==> config.mk <==
export PLATFORM = sky130hd
export DESIGN_NAME = f16_ctrl
export DESIGN_NICKNAME = d
export VERILOG_FILES = /design/src/rtl/f16_pkg.sv /design/src/rtl/f16_ctrl.sv
export SDC_FILE = /design/constraint.sdc
export NUM_CORES = 1
export LEC_CHECK = 0
export ABC_CLOCK_PERIOD_IN_PS = 1700
export BUFFER_PORTS_ARGS = -buffer_cell sky130_fd_sc_hd__buf_2
export CELL_PAD_IN_SITES_DETAIL_PLACEMENT = 2
export CELL_PAD_IN_SITES_GLOBAL_PLACEMENT = 2
export CORE_MARGIN = 2
export CORE_UTILIZATION = 20
export DETAILED_ROUTE_END_ITERATION = 8
export GPL_TIMING_DRIVEN = 0
export PLACE_DENSITY_LB_ADDON = 0.1
export SYNTH_ARGS = -nofsm -noshare
export SYNTH_HDL_FRONTEND = slang
export SYNTH_SLANG_ARGS = --single-unit
==> constraint.sdc <==
create_clock -name clk -period 1.7 [get_ports clk]
set_input_delay 0.085 -clock clk [delete_from_list [all_inputs] [get_ports clk]]
set_output_delay 0.085 -clock clk [all_outputs]
set_load 0.02 [all_outputs]
==> src/rtl/f16_pkg.sv <==
// Shared types and constants for the FAT16 offset resolver.
package f16_pkg;

  localparam int TABLE_ENTRIES = 4096;
  localparam int ADDR_W = $clog2(TABLE_ENTRIES);
  localparam int DIV_STEPS = 32;
  localparam int CNT_W = $clog2(DIV_STEPS + 1);

  localparam logic [15:0] ENT_END  = 16'hFFF8;
  localparam logic [15:0] ENT_BAD  = 16'hFFF7;
  localparam logic [15:0] ENT_RESV = 16'hFFF0;
  localparam logic [15:0] ENT_FREE = 16'h0000;
  localparam logic [31:0] FIRST_DATA_CLUSTER = 32'd2;
  localparam logic [19:0] CHUNK_MAX = 20'hFFFFF;

  typedef enum logic [1:0] {
    REG_SECT_BYTES   = 2'd0,
    REG_CLUSTER_SECT = 2'd1,
    REG_DATA_START   = 2'd2
  } reg_idx_t;

  typedef enum logic [2:0] {
    ST_OK    = 3'd0,
    ST_END   = 3'd1,
    ST_BAD   = 3'd2,
    ST_RESV  = 3'd3,
    ST_FREE  = 3'd4,
    ST_RANGE = 3'd5
  } status_t;

  typedef enum logic [2:0] {
    S_IDLE,
    S_DIV,
    S_WADDR,
    S_WDATA,
    S_SECT,
    S_POS,
    S_DONE
  } state_t;

  typedef struct packed {
    logic    load;
    logic    div_step;
    logic    walk_init;
    logic    walk_adv;
    logic    fail;
    status_t fail_code;
    logic    sect_calc;
    logic    pos_calc;
    logic    out_load;
  } cmd_t;

  typedef struct packed {
    logic    is_resolve;
    logic    div_done;
    logic    links_zero;
    logic    cur_range;
    status_t entry_code;
    logic    out_busy;
  } stat_t;

  // Classify a table entry read during the walk.
  function automatic status_t check_entry(input logic [15:0] e);
    status_t r;
    if (e >= ENT_END) r = ST_END;
    else if (e == ENT_BAD) r = ST_BAD;
    else if (e >= ENT_RESV) r = ST_RESV;
    else if (e == ENT_FREE) r = ST_FREE;
    else r = ST_OK;
    return r;
  endfunction

endpackage

==> src/rtl/f16_ctrl.sv <==
// Sequencer for the FAT16 resolver: take table writes, or divide, walk the chain, compute positions.
module f16_ctrl (
  input  logic           clk,
  input  logic           rst,
  input  logic           in_valid,
  output logic           in_ready,
  input  f16_pkg::stat_t st,
  output f16_pkg::cmd_t  cmd
);

  f16_pkg::state_t state, state_next;

  // Hold the state register
  always_ff @(posedge clk) begin
    if (rst) state <= f16_pkg::S_IDLE;
    else state <= state_next;
  end

  // Decode next state and datapath commands
  always_comb begin
    state_next = state;
    cmd = '0;
    cmd.fail_code = f16_pkg::ST_OK;
    in_ready = 1'b0;
    case (state)
      f16_pkg::S_IDLE: begin
        in_ready = 1'b1;
        if (in_valid) begin
          cmd.load = 1'b1;
          if (st.is_resolve) state_next = f16_pkg::S_DIV;
        end
      end
      f16_pkg::S_DIV: begin
        if (st.div_done) begin
          cmd.walk_init = 1'b1;
          state_next = f16_pkg::S_WADDR;
        end else begin
          cmd.div_step = 1'b1;
        end
      end
      f16_pkg::S_WADDR: begin
        if (st.links_zero) begin
          state_next = f16_pkg::S_SECT;
        end else if (st.cur_range) begin
          cmd.fail = 1'b1;
          cmd.fail_code = f16_pkg::ST_RANGE;
          state_next = f16_pkg::S_DONE;
        end else begin
          state_next = f16_pkg::S_WDATA;
        end
      end
      f16_pkg::S_WDATA: begin
        if (st.entry_code != f16_pkg::ST_OK) begin
          cmd.fail = 1'b1;
          cmd.fail_code = st.entry_code;
          state_next = f16_pkg::S_DONE;
        end else begin
          cmd.walk_adv = 1'b1;
          state_next = f16_pkg::S_WADDR;
        end
      end
      f16_pkg::S_SECT: begin
        cmd.sect_calc = 1'b1;
        state_next = f16_pkg::S_POS;
      end
      f16_pkg::S_POS: begin
        cmd.pos_calc = 1'b1;
        state_next = f16_pkg::S_DONE;
      end
      f16_pkg::S_DONE: begin
        if (!st.out_busy) begin
          cmd.out_load = 1'b1;
          state_next = f16_pkg::S_IDLE;
        end
      end
      default: state_next = f16_pkg::S_IDLE;
    endcase
  end

endmodule

### Yosys cells after proc, flatten, opt, wreduce, memory -nomap -nowiden

Cells that the tools add are included.

* output and inout port bits: 12
* input bits: 11
* flip-flop bits (word level): 3
* ROM bits: 0
* latch bits: 0
* word-level logic and storage cells: 38
* memory bits (writable): 0
* memories: 0

* bitwise operators: 0
* equal/unequal tests: 10
* $mul: 0
* reduce and logical (&&, ||, !) cells: 3
* shift operators: 0
* magnitude comparators: 0
* div/mod/pow operators: 0
* add/sub/neg operators: 0
* muxes and demuxes: 24

Operator list (count)
* $mux 3: 7
* $pmux 3 s7: 1
* $mux 4: 3
* $mux 1: 11
* $eq 3x3->1 const B: 3
* $ne 2x2->1 const B: 4
* $pmux 4 s2: 1
* $eq 3x2->1 const B: 2
* $reduce_and 4->1: 1
* $eq 3x1->1 const B: 1
* $logic_not 3->1: 1
* $reduce_bool 3->1: 1
* $mux 2: 1

### Depth between registers and ports, before layout

* depth in word-level cells: 3
* depth in mapped cells: 5
* mapped depth without buffers: 4

### Least setup slack after synthesis

No wires, ideal clock.

* kind: register to output
* from: register state[1]
* to: output port cmd[10] (netlist name)
* data required time: 1.615 ns
* stages on the path, launching flop included: 4
* path buffers: 1
* data arrival time: 1.290 ns
* path slack: 0.325 ns
* cells stage by stage: dfxtp_1 buf_4 nor3_1 and2_1

RTL lines
* start, declared: line f16_ctrl.sv:11 `f16_pkg::state_t state, state_next;`
* start signal, assigned: line f16_ctrl.sv:15 `if (rst) state <= f16_pkg::S_IDLE;`
* start signal, assigned: line f16_ctrl.sv:16 `else state <= state_next;`
* end, declared: line f16_ctrl.sv:8 `output f16_pkg::cmd_t cmd`

==> qor.csv <==
metric;value;unit
Yosys top cell by area;dfxtp_1;
worst hold path startpoint;rst;
I/O pin total;23;
Initial Util;22.0;%
Fin. Hold Viols;0;
Root Driver;clkbuf_4;
Final HPWL DP;961;um
number of remaining DRC errors;0;
EDFF count, synth;0;
ys async rst share;0;%
syn nets;59;
initial antenna violation count;0;
Finished Layout Cells;90;
Top reg by flops;state;
die area;0.00206;sq mm
RePlAce Congestion;0.656;
fin nets;86;
Post-synth top cells;8 x nand2_1, 5 x a21oi_1, 5 x nor2_1;
Pre-antenna DRT Iters;4;
Via-to-Cell Ratio;4.81;
top-count cell post-synth;nand2_1;
sequential area share after synthesis;17.5;%
hold depth;2;
# port buffers;22;
synth top area cells;dfxtp_1 18%, nand2_1 8.8%, a21oi_1 7.3%, nor4_4 6.2%, nand3b_4 5.8%;
r2r startpoint;state[0]$_SDFFE_PP0P_;
Max VDD drop;0.269;mV
CP Launch Point;state[0]$_SDFFE_PP0P_;
syn avg cell area;7.14;sq um
Most used DFF post-synth;dfxtp_1;
CTS Buf Count;3;
# resized after CTS;0;
final setup TNS;0;ns
H-tree level count;1;
RSZ-0062 raised after global routing;false;
max-slew violation count;0;
run status;complete, no violations;
core box area;0.00156;sq mm
Worst-Margin Slew;0.298;ns
Req. time, crit path;1.62;ns
Area growth, synth to finish;45.6;%
Max Cap Violations;0;
layout cells sized above 1;47.3;%
M1 GR Usage;15.1;%
Largest regs;state (3);
row count;14;
first-pass GRT wire length;1900;um
starting DRC count in detailed routing;3;
via count;433;
Tot Pwr;0.285;mW
CP Data Arrival Time;1.33;ns
M3 GR Usage;4.76;%
Die Y;45.4;um
hold bufs inserted after CTS;0;
Hold Path Class;in -> reg;
worst-path fanout max;10;
met2 GRT Util;21.7;%
largest net degree at the start of global routing;11;
power density cells;572;mW/mm^2
relative slew slack;79.9;%
synth warn;0;
element type at the critical path end;primary output;
Cells after Synth;48;
cell area after synthesis;343;sq um
post-CTS setup buffer count;0;
crit path launch type;flip-flop;
global-route layer with the greatest usage;met2;
maximum clock frequency;706;MHz
Worst-Skew Late Latency;0.24;ns
Final setup violation count;0;
fin crit share;83.3;%
share of Yosys cell area claimed by the top area cell type;17.5;%
min Tclk post-route;1.42;ns
critical path class;reg -> out;
Netlist cell types;25;
vias in the first global route;446;
Leakage;0.244;nW
Clock Sinks;3;
skew final;0.000820;ns
Reg2Reg Depth;5;
remaining antenna violation count;0;
GR Util All Layers;12.9;%
Ant. Diodes;0;
Seq cells post-synth;3;
WL final;1150;um
Max Root-Sink Buffers;2;
Placed Instances;86;
grt ovf;0;
CTS tree;yes;
Routed wire per std cell;12.7;um
Die X;45.4;um
max reg flops;3;
clock slew at reported path FFs;0.03;ns
Reg2Reg Setup Slack;0.63;ns
metal layers:
| metal | share of wire (%) | vias up |
|---|---|---|
| met3 | 5.2 | 0 |
| met1 | 45 | 197 |
| li1 | - | 220 |
| met4 | 0 | 0 |
| met2 | 50 | 16 |
| met5 | 0 | - |
area by class of cell:
cell class	count	area (sq um)
fill	200	1060
multi-input combinational	39	244
timing repair buffer	22	110
sequential	3	60.1
buffer	4	31.3
clock buffer	4	26.3
tap	16	20.0
inverter	2	7.51
cells by family (layout without fill, tap and decap cells):
| group | after synthesis | after routing | share of synthesized area, % |
|---|---|---|---|
| simple gates | 25 | 25 | 46.0 |
| compound gates | 14 | 14 | 25.2 |
| buf+inv | 6 | 32 | 11.3 |
| flops | 3 | 3 | 17.5 |
placed cells by master, fill, tap and decap left out, types with 2 or more instances in the layout:
cell type  Yosys  final
nor2_1         5      5
nand2b_1       2      2
a21oi_1        5      5
dfxtp_1        3      3
nand2_1        8      8
buf_2          1     23
and3_1         2      2
o21ai_1        2      2
o31ai_1        2      2
clkbuf_4       0      3
nor3_1         2      2
buf_4          2      2
worst max-delay path, stage by stage (launching register included):
cell     delay [ns]
dfxtp_1        0.31
buf_6          0.13
buf_2          0.22
nand2_1        0.08
nor4_1         0.15
buf_2          0.20
path summary, 6_finish.rpt:
kind,to
max,cmd[7]
min,state[0]$_SDFFE_PP0P_
max reg2reg,state[0]$_SDFFE_PP0P_
min reg2reg,state[1]$_SDFFE_PP0P_
power breakdown:
group / internal, mW / switching, mW / total [mW]
logic: 0.0354 / 0.0497 / 0.0850
registers: 0.0732 / 0.000804 / 0.0740
clock network: 0.0880 / 0.0383 / 0.126
total: 0.197 / 0.0888 / 0.285
stage by stage:
stage                     utilization, %  setup WS (ns)  instance area (sq um)  hold WS [ns]
after detailed placement            30.3          0.517                    473         0.276
after global routing                32.0          0.190                    499        0.0271
after CTS                           32.0          0.262                    499        0.0292
after global placement              30.3          0.525                    473         0.272
final                               32.0          0.284                    499        0.0320
after floorplan                        -          0.325                    343         0.152
Note: power is estimated with default switching activity, not from simulation.
